**src/rtl/core/mbd_pkg.sv**
```systemverilog
// Shared types and constants for the RGBA mipmap box downsampler.
package mbd_pkg;

    // Channel and sum widths
    localparam int PIX_W    = 8;
    localparam int SUM_W    = 7;
    localparam int LANE_N   = 4;
    localparam int DIM_W    = 12;
    localparam int CFG_IDX_W = 2;

    // Configuration register indexes
    localparam logic [CFG_IDX_W-1:0] CFG_IMAGE_WIDTH  = 2'd0;
    localparam logic [CFG_IDX_W-1:0] CFG_IMAGE_HEIGHT = 2'd1;

    // Filter mode of the current level
    typedef enum logic [1:0] {
        MODE_PASS = 2'd0,
        MODE_PAIR = 2'd1,
        MODE_BOX  = 2'd2
    } mode_t;

endpackage

```
**src/rtl/core/mbd_lane.sv**
```systemverilog
// One channel lane: pair sum for the line store and the filtered channel value.
module mbd_lane (
    input  mbd_pkg::mode_t                mode,
    input  logic [mbd_pkg::PIX_W-1:0]     hold,
    input  logic [mbd_pkg::PIX_W-1:0]     pix,
    input  logic [mbd_pkg::SUM_W-1:0]     row_sum,
    output logic [mbd_pkg::SUM_W-1:0]     pair_sum,
    output logic [mbd_pkg::PIX_W-1:0]     result
);

    logic [mbd_pkg::PIX_W-1:0] box_val;
    logic [mbd_pkg::PIX_W-1:0] pair_val;

    // Quarter-weight horizontal pair, at most 126
    assign pair_sum = mbd_pkg::SUM_W'(hold >> 2) + mbd_pkg::SUM_W'(pix >> 2);

    // Add the stored pair of the row above
    assign box_val  = mbd_pkg::PIX_W'(pair_sum) + mbd_pkg::PIX_W'(row_sum);

    // Half-weight pair along the single long dimension
    assign pair_val = mbd_pkg::PIX_W'(hold >> 1) + mbd_pkg::PIX_W'(pix >> 1);

    // Select by level mode
    always_comb begin
        case (mode)
            mbd_pkg::MODE_BOX:  result = box_val;
            mbd_pkg::MODE_PAIR: result = pair_val;
            mbd_pkg::MODE_PASS: result = pix;
            default:            result = pix;
        endcase
    end

endmodule

```
**config.mk**
```make
export PLATFORM = sky130hd
export DESIGN_NAME = mbd_lane
export DESIGN_NICKNAME = d
export VERILOG_FILES = /design/src/rtl/core/mbd_pkg.sv /design/src/rtl/core/mbd_lane.sv
export SDC_FILE = /design/constraint.sdc
export NUM_CORES = 1
export LEC_CHECK = 0
export ABC_CLOCK_PERIOD_IN_PS = 3800
export BUFFER_PORTS_ARGS = -buffer_cell sky130_fd_sc_hd__buf_4
export CAP_MARGIN = 20
export CELL_PAD_IN_SITES_DETAIL_PLACEMENT = 0
export CELL_PAD_IN_SITES_GLOBAL_PLACEMENT = 1
export CORE_MARGIN = 4
export CORE_UTILIZATION = 32
export DETAILED_ROUTE_END_ITERATION = 8
export GPL_TIMING_DRIVEN = 0
export PLACE_DENSITY_LB_ADDON = 0.1
export SLEW_MARGIN = 5
export SYNTH_ARGS = -nofsm -noshare
export SYNTH_HDL_FRONTEND = slang
export SYNTH_SLANG_ARGS = --single-unit
```
**constraint.sdc**
```tcl
create_clock -name vclk -period 3.8
set_input_delay 0.76 -clock vclk [all_inputs]
set_output_delay 0.76 -clock vclk [all_outputs]
set_load 0.02 [all_outputs]
```
==> impl_metrics.py, run 1 <==
metrics = {
    "drt": {
        "vias": 1028,
        "drt_iter0_markers": 24,
        "final_antenna_net_count": 0,
        "wire_per_inst_um": 14.7,
        "dr.pass1.iters": 4,
        "drc_errors": 0,
        "wl_um": 2890,
        "viasPerCell": 5.22,
    },
    "sta": {
        "post-route-period-util": 1.01,
        "holdWs_ns": 1.84,
        "fmax_mhz": 260,
        "worst_slew_pin_slew_ns": 0.512,
        "finalHoldViolations": 0,
        "slew_headroom": 0.659,
        "slew_violations": 0,
        "rsz0062_at_grt": "true",
        "fin_ws_ns": -0.0501,
        "setup_violations": 1,
        "post-route-min-period_ns": 3.85,
    },
    "die": {
        "die_h_um": 61.1,
        "die_area_mm2": 0.00373,
        "io_pins": 40,
        "die_w_um": 61.1,
        "rows": 18,
        "start_util": 0.348,
        "core-area_mm2": 0.00259,
    },
    "placement": {
        "dp_slack_ns": -0.368,
        "dpl_cell_area_mm2": 0.00128,
        "gp_congestion": 0.783,
        "io_buffers": 39,
        "dp.final_hpwl_um": 2260,
    },
    "finish": {
        "seq_cells": 0,
        "clkbuf_count": 0,
        "fillers": 235,
        "utilization": 0.580,
        "multiInputGateArea_um2": 986,
        "fin_area_mm2": 0.00150,
        "nNetsFinal": 213,
        "drive_gt1_frac": 0.503,
        "syn_to_final_growth_pct": 66.4,
        "regArea_um2": 0,
        "n_antenna_cell": 0,
    },
    "synthesis": {
        "synth_area_um2": 902,
        "syn_nets": 164,
        "synth_cell_types": 42,
        "yosysSeqAreaShare": 0,
        "yosysWarnings": 0,
        "synth_cells": 120,
        "avgSynthCellArea_um2": 7.52,
    },
    "run_status": {
        "status": "finished with violations",
        "violations": "setup timing",
    },
    "setup_path": {
        "start_kind": "input port",
        "cp_data_required_time_ns": 3.04,
        "critical_path_class": "in2out",
        "crit_arrival_ns": 3.09,
        "crit_path_end_kind": "primary output",
        "crit_fanout": 5,
    },
    "grt": {
        "grt_pass1_wl_um": 4440,
        "overflow": 0,
        "use_met2": 0.273,
        "track_usage": 0.153,
        "grt.met1_usage": 0.222,
        "grt_antenna_before_repair": 0,
        "use_met3": 0,
        "top_usage_layer": "met2",
        "grt_pass1_vias": 973,
        "grt_max_degree": 11,
    },
    "cts": {
        "cts_hold_buf": 0,
    },
    "power_and_ir_drop": {
        "peakVddDrop_v": 0.000147,
        "p_leak_uw": 0.000706,
        "p_per_area_mw_per_mm2": 252,
    },
    "flow_run": {
        "maxCapViolCount": 0,
    },
    "worst_hold_path": {
        "hold_class": "in2out",
    },
}
## cell type report
cell class,instances,share of cell area
multi-input cells,98,0.657
repair buffers,47,0.255
inverters,18,0.0450
well taps,30,0.0250
plain buffers,4,0.0183
## final timing paths
check / startpoint / endpoint / cells after the start
setup / recovery: hold[2] / result[6] / 16
hold / removal: pix[1] / result[1] / 4
## cell usage in the layout, fill, tap and decap left out, types with 4 or more instances in the layout
cell	count
inv_1	17
buf_6	5
xor2_1	4
ha_1	9
o21ai_0	4
a21oi_2	4
ha_4	6
a21o_1	4
nand2_1	11
buf_4	41
## synthesized netlist by cell type (3+ instances only)
| cell type | n | area (µm²) |
|---|---|---|
| a21o_1 | 4 | 30.0 |
| a21oi_1 | 7 | 35.0 |
| fa_1 | 3 | 60.1 |
| ha_1 | 16 | 200 |
| inv_1 | 18 | 67.6 |
| nand2_1 | 11 | 41.3 |
| nor2_1 | 3 | 11.3 |
| nor3_1 | 3 | 15.0 |
| o21ai_0 | 5 | 25.0 |
| o21bai_1 | 3 | 22.5 |
| xnor2_1 | 6 | 52.6 |
| xor2_1 | 4 | 35.0 |
## critical path: stages
cell and delay, ns:
buf_8 0.10, ha_4 0.15, inv_2 0.05, fa_2 0.20, inv_1 0.04, a21o_2 0.19
a21oi_4 0.13, o21bai_1 0.08, a21o_1 0.20, ha_4 0.29, nand4b_1 0.12, o311ai_2 0.12
a211oi_2 0.25, o21ai_2 0.07, a31o_1 0.19, buf_6 0.13
## per-layer routing
layer	vias to the layer above	routed length, µm
met3	0	95
met5	-	0
met4	0	0
met1	478	1320
li1	532	-
met2	18	1480
## power by group
group | switching (µW) | total [µW] | internal, µW
sequential | 0 | 0 | 0
clock | 0 | 0 | 0
combinational | 195 | 378 | 183
total | 195 | 378 | 183
## cell families after synthesis
logic type / synth area share
AND/OR/NAND/NOR: 0.112
AO/OA/AOI/OAI: 0.395
multiplexers: 0.0111
adder cells (fa/ha/maj): 0.288
XOR/XNOR: 0.0971
buffers and inverters: 0.0957
## per-stage QoR
stage / setup TNS (ns) / instances / total power (µW)
6_report: -0.0501 / 197 / 378
3_3_place_gp: -0.890 / 189 / 313
5_1_grt: -0.368 / 197 / 410
3_5_place_dp: -0.890 / 189 / 316
4_1_cts: -0.193 / 192 / 349
2_1_floorplan: -0.0913 / 120 / 214
## repair_timing
action | 4_1_cts | 5_1_grt
endpoints found under the setup margin | 4 | 5
pin swaps | 8 | 13
setup buffers | 3 | 5
gates resized for setup | 17 | 17
hold endpoints to repair | 0 | 0
(Power assumes the default switching activity.)
==> inputs of run 2 (changes only) <==
CELL_PAD_IN_SITES_DETAIL_PLACEMENT = 1   (was 0)
CELL_PAD_IN_SITES_GLOBAL_PLACEMENT = 2   (was 1)
CORE_MARGIN = 5   (was 4)
CORE_UTILIZATION = 24   (was 32)
==> impl_metrics.py, run 2 (same netlist as run 1, synthesis figures left out) <==
metrics = {
    "placement": {
        "dp_slack_ns": -0.375,
        "io_buffers": 39,
        "gp_congestion": 0.704,
        "dp.final_hpwl_um": 2650,
    },
    "run_status": {
        "violations": "setup timing",
        "status": "finished with violations",
    },
    "grt": {
        "grt_antenna_before_repair": 0,
        "grt_max_degree": 11,
        "grt_pass1_wl_um": 5570,
        "overflow": 0,
        "track_usage": 0.133,
        "grt_pass1_vias": 1191,
    },
    "power_and_ir_drop": {
        "p_int_uw": 218,
        "p_seq_frac": 0,
        "clkPwrFrac": 0,
        "p_per_area_mw_per_mm2": 261,
        "switching_power_uw": 211,
        "p_leak_uw": 0.000755,
        "total_power_uw": 430,
        "pwr-share-comb": 1.000,
        "peakVddDrop_v": 0.000108,
        "sw_frac_of_total": 0.492,
    },
    "flow_run": {
        "maxCapViolCount": 0,
    },
    "finish": {
        "final_cell_mix": "50 x buf_4, 16 x inv_1, 11 x nand2_1",
        "final_common_cell": "buf_4",
        "clkbuf_count": 0,
        "nNetsFinal": 222,
        "seq_cells": 0,
        "regArea_um2": 0,
        "syn_to_final_growth_pct": 82.2,
        "n_antenna_cell": 0,
        "drive_gt1_frac": 0.557,
    },
    "drt": {
        "final_antenna_net_count": 0,
        "dr.pass1.iters": 4,
        "drt_iter0_markers": 21,
        "wl_um": 3500,
        "viasPerCell": 4.89,
        "vias": 1095,
        "drc_errors": 0,
        "wire_per_inst_um": 15.6,
    },
    "die": {
        "start_util": 0.246,
        "die_w_um": 71.3,
        "io_pins": 40,
        "rows": 22,
        "die_area_mm2": 0.00509,
        "die_h_um": 71.3,
        "core-area_mm2": 0.00366,
    },
    "setup_path": {
        "start_kind": "input port",
        "crit_arrival_ns": 3.18,
        "cp_data_required_time_ns": 3.04,
        "crit_fanout": 5,
        "crit_path_end_kind": "primary output",
        "critical_path_class": "in2out",
    },
    "sta": {
        "post-route-period-util": 1.04,
        "setup_violations": 1,
        "fmax_mhz": 254,
        "fin_ws_ns": -0.140,
        "slew_violations": 0,
        "slew_headroom": 0.645,
        "finalHoldViolations": 0,
        "post-route-min-period_ns": 3.94,
        "rsz0062_at_grt": "true",
        "worst_slew_pin_slew_ns": 0.533,
    },
    "worst_hold_path": {
        "hold_class": "in2out",
    },
    "cts": {
        "cts_hold_buf": 0,
    },
}
-- run 2: cell types whose count changed in the layout (fill, tap and decap cells not counted), moves of 2 or more --
| cell | previous run | this run |
|---|---|---|
| a21oi_1 | 3 | 1 |
| ha_4 | 6 | 8 |
| a21oi_2 | 4 | 6 |
| buf_4 | 41 | 50 |
-- run 2: metrics by stage --
stage               utilization  hold WS (ns)  std cells  setup TNS (ns)  instance area, µm²
finish                    0.449          1.84        224          -0.140                1640
global placement          0.357          1.84        207          -0.924                1310
global route              0.449          1.87        224          -0.497                1640
floorplan                     -          1.68        120         -0.0913                 953
CTS                       0.430          1.84        220          -0.131                1580
detailed placement        0.357          1.84        207          -0.943                1310
-- run 2: final cells by class --
cell class                 count  area (µm²)
buffer                         4        25.0
fill                         431        2020
inverter                      18        70.1
multi-input combinational     98        1040
tap                           48        60.1
timing repair buffer          56         450
-- run 2: timing repair --
item,in CTS,in global routing
setup endpoints to repair,4,5
gates cloned,0,0
buffers inserted,13,4
pin swaps,18,5
resized for setup,33,8
-- run 2: path summary, 6_finish.rpt --
check / startpoint / endpoint / cells past startpoint
worst max-delay path: pix[2] / result[6] / 16
worst min-delay path: pix[0] / result[0] / 4
-- run 2: metal layers --
| metal | track usage | up-vias | part of all wire |
|---|---|---|---|
| li1 | - | 548 | - |
| met1 | 0.161 | 517 | 0.41 |
| met2 | 0.261 | 28 | 0.54 |
| met3 | 0.0126 | 2 | 0.039 |
| met4 | 0.00835 | 0 | 0.0066 |
| met5 | 0 | - | 0 |
-- run 2: worst max-delay path: stages --
cell,delay [ns]
buf_8,0.10
ha_4,0.16
inv_4,0.05
fa_2,0.21
inv_2,0.04
a21o_4,0.20
a21oi_4,0.13
o21bai_1,0.10
a21o_1,0.20
ha_4,0.30
nand3b_1,0.13
o311ai_2,0.12
a211oi_2,0.27
o21ai_2,0.09
a31o_1,0.19
buf_6,0.13
-- run 2: power by group through the flow --
| stage | clock network, µW | logic, µW | registers, µW |
|---|---|---|---|
| after CTS | 0 | 406 | 0 |
| after detailed placement | 0 | 324 | 0 |
| after global placement | 0 | 321 | 0 |
| after floorplan | 0 | 214 | 0 |
| final | 0 | 430 | 0 |
| after global routing | 0 | 465 | 0 |
==> inputs of run 3 (changes only) <==
ABC_CLOCK_PERIOD_IN_PS = 3400   (was 3800)
PLACE_DENSITY_LB_ADDON = 0.25   (was 0.1)
clock period = 3.4 ns   (was 3.8 ns; I/O delays follow)
==> impl_metrics.py, run 3 (same netlist as run 1, synthesis figures left out) <==
metrics = {
    "sta": {
        "fin_ws_ns": -0.345,
        "fmax_mhz": 267,
        "fin_tns_setup_ns": -0.940,
        "slew_violations": 0,
        "post-route-min-period_ns": 3.74,
        "rsz0062_at_grt": "true",
        "finalHoldViolations": 0,
        "setup_violations": 5,
        "slew_headroom": 0.613,
        "post-route-period-util": 1.10,
        "worst_slew_pin_slew_ns": 0.581,
    },
    "worst_hold_path": {
        "min_delay_path_depth": 4,
        "hold_class": "in2out",
        "holdCritStartpoint": "pix[0]",
        "min_to": "result[0]",
    },
    "power_and_ir_drop": {
        "peakVddDrop_v": 0.000158,
        "total_power_uw": 486,
        "p_leak_uw": 0.000745,
        "p_per_area_mw_per_mm2": 295,
    },
    "finish": {
        "clkbuf_count": 0,
        "nNetsFinal": 216,
        "drive_gt1_frac": 0.571,
        "n_antenna_cell": 0,
        "instances_no_fill": 218,
        "regArea_um2": 0,
        "multiInputGateArea_mm2": 0.00109,
        "final_common_cell": "buf_4",
        "fillers": 426,
        "final_cell_mix": "43 x buf_4, 15 x inv_1, 11 x nand2_1",
        "seq_cells": 0,
        "syn_to_final_growth_pct": 82.9,
    },
    "drt": {
        "drc_errors": 0,
        "dr.pass1.iters": 4,
        "drt_iter0_markers": 9,
        "final_antenna_net_count": 0,
        "wl_um": 3270,
        "viasPerCell": 4.92,
        "wire_per_inst_um": 15.0,
        "vias": 1073,
    },
    "die": {
        "die_area_mm2": 0.00509,
        "io_pins": 40,
        "die_w_um": 71.3,
        "core-area_mm2": 0.00366,
        "rows": 22,
        "die_h_um": 71.3,
        "start_util": 0.246,
    },
    "placement": {
        "gp_congestion": 0.760,
        "io_buffers": 39,
        "placed_cells": 207,
        "dp.final_hpwl_um": 2680,
        "dp_slack_ns": -0.616,
    },
    "setup_path": {
        "crit_arrival_ns": 3.06,
        "crit_path_end_kind": "primary output",
        "cp_data_required_time_ns": 2.72,
        "crit_fanout": 5,
        "start_kind": "input port",
        "critical_path_class": "in2out",
    },
    "run_status": {
        "status": "finished with violations",
        "violations": "setup timing",
    },
    "grt": {
        "grt_pass1_vias": 1162,
        "grt_max_degree": 11,
        "overflow": 0,
        "grt_pass1_wl_um": 5350,
        "grt_antenna_before_repair": 0,
        "track_usage": 0.126,
    },
    "flow_run": {
        "maxCapViolCount": 0,
    },
}
## run 3: layout make-up
type	count	area share
multi-input cells	98	0.660
inverters	18	0.0409
repair buffers	50	0.248
plain buffers	4	0.0152
well taps	48	0.0364
## run 3: worst max-delay path by stage
stage	from	to	slack (ns)	depth (start not counted)
after detailed placement	pix[2]	result[6]	-0.62	16
after CTS	pix[2]	result[6]	-0.34	16
after floorplan	hold[2]	result[6]	-0.21	14
after global routing	pix[2]	result[6]	-0.48	16
after global placement	pix[2]	result[6]	-0.61	16
final	pix[2]	result[6]	-0.34	16
## run 3: routing by layer
layer | track usage | share of wire | up-vias
met1 | 0.156 | 0.45 | 511
li1 | - | - | 535
met2 | 0.251 | 0.52 | 27
met5 | 0 | 0 | -
met3 | 0.00561 | 0.038 | 0
met4 | 0 | 0 | 0
## run 3: timing repair
action | CTS | global route
buffers inserted | 9 | 3
pin swaps | 14 | 9
gates resized for setup | 29 | 11
hold buffers | 0 | 0
endpoints found under the setup margin | 5 | 5
## run 3: worst max-delay path, cell delays in order
cell	delay, ns
buf_8	0.10
ha_4	0.15
inv_2	0.05
fa_2	0.19
inv_1	0.04
a21o_2	0.22
a21oi_4	0.18
o21bai_1	0.09
a21o_1	0.20
ha_4	0.30
nand4b_1	0.13
o311ai_2	0.12
a211oi_2	0.22
o21ai_2	0.07
a31o_1	0.20
buf_6	0.13
## run 3: power by group
group          total, µW  switching [µW]  internal, µW
logic                486             244           242
registers              0               0             0
clock network          0               0             0
## run 3: metrics by stage
step	area, µm²	hold WS (ns)	utilization
6_report	1650	1.68	0.451
5_1_grt	1650	1.71	0.451
4_1_cts	1590	1.68	0.435
3_5_place_dp	1350	1.68	0.370
3_3_place_gp	1350	1.68	0.370
2_1_floorplan	1000	1.50	-
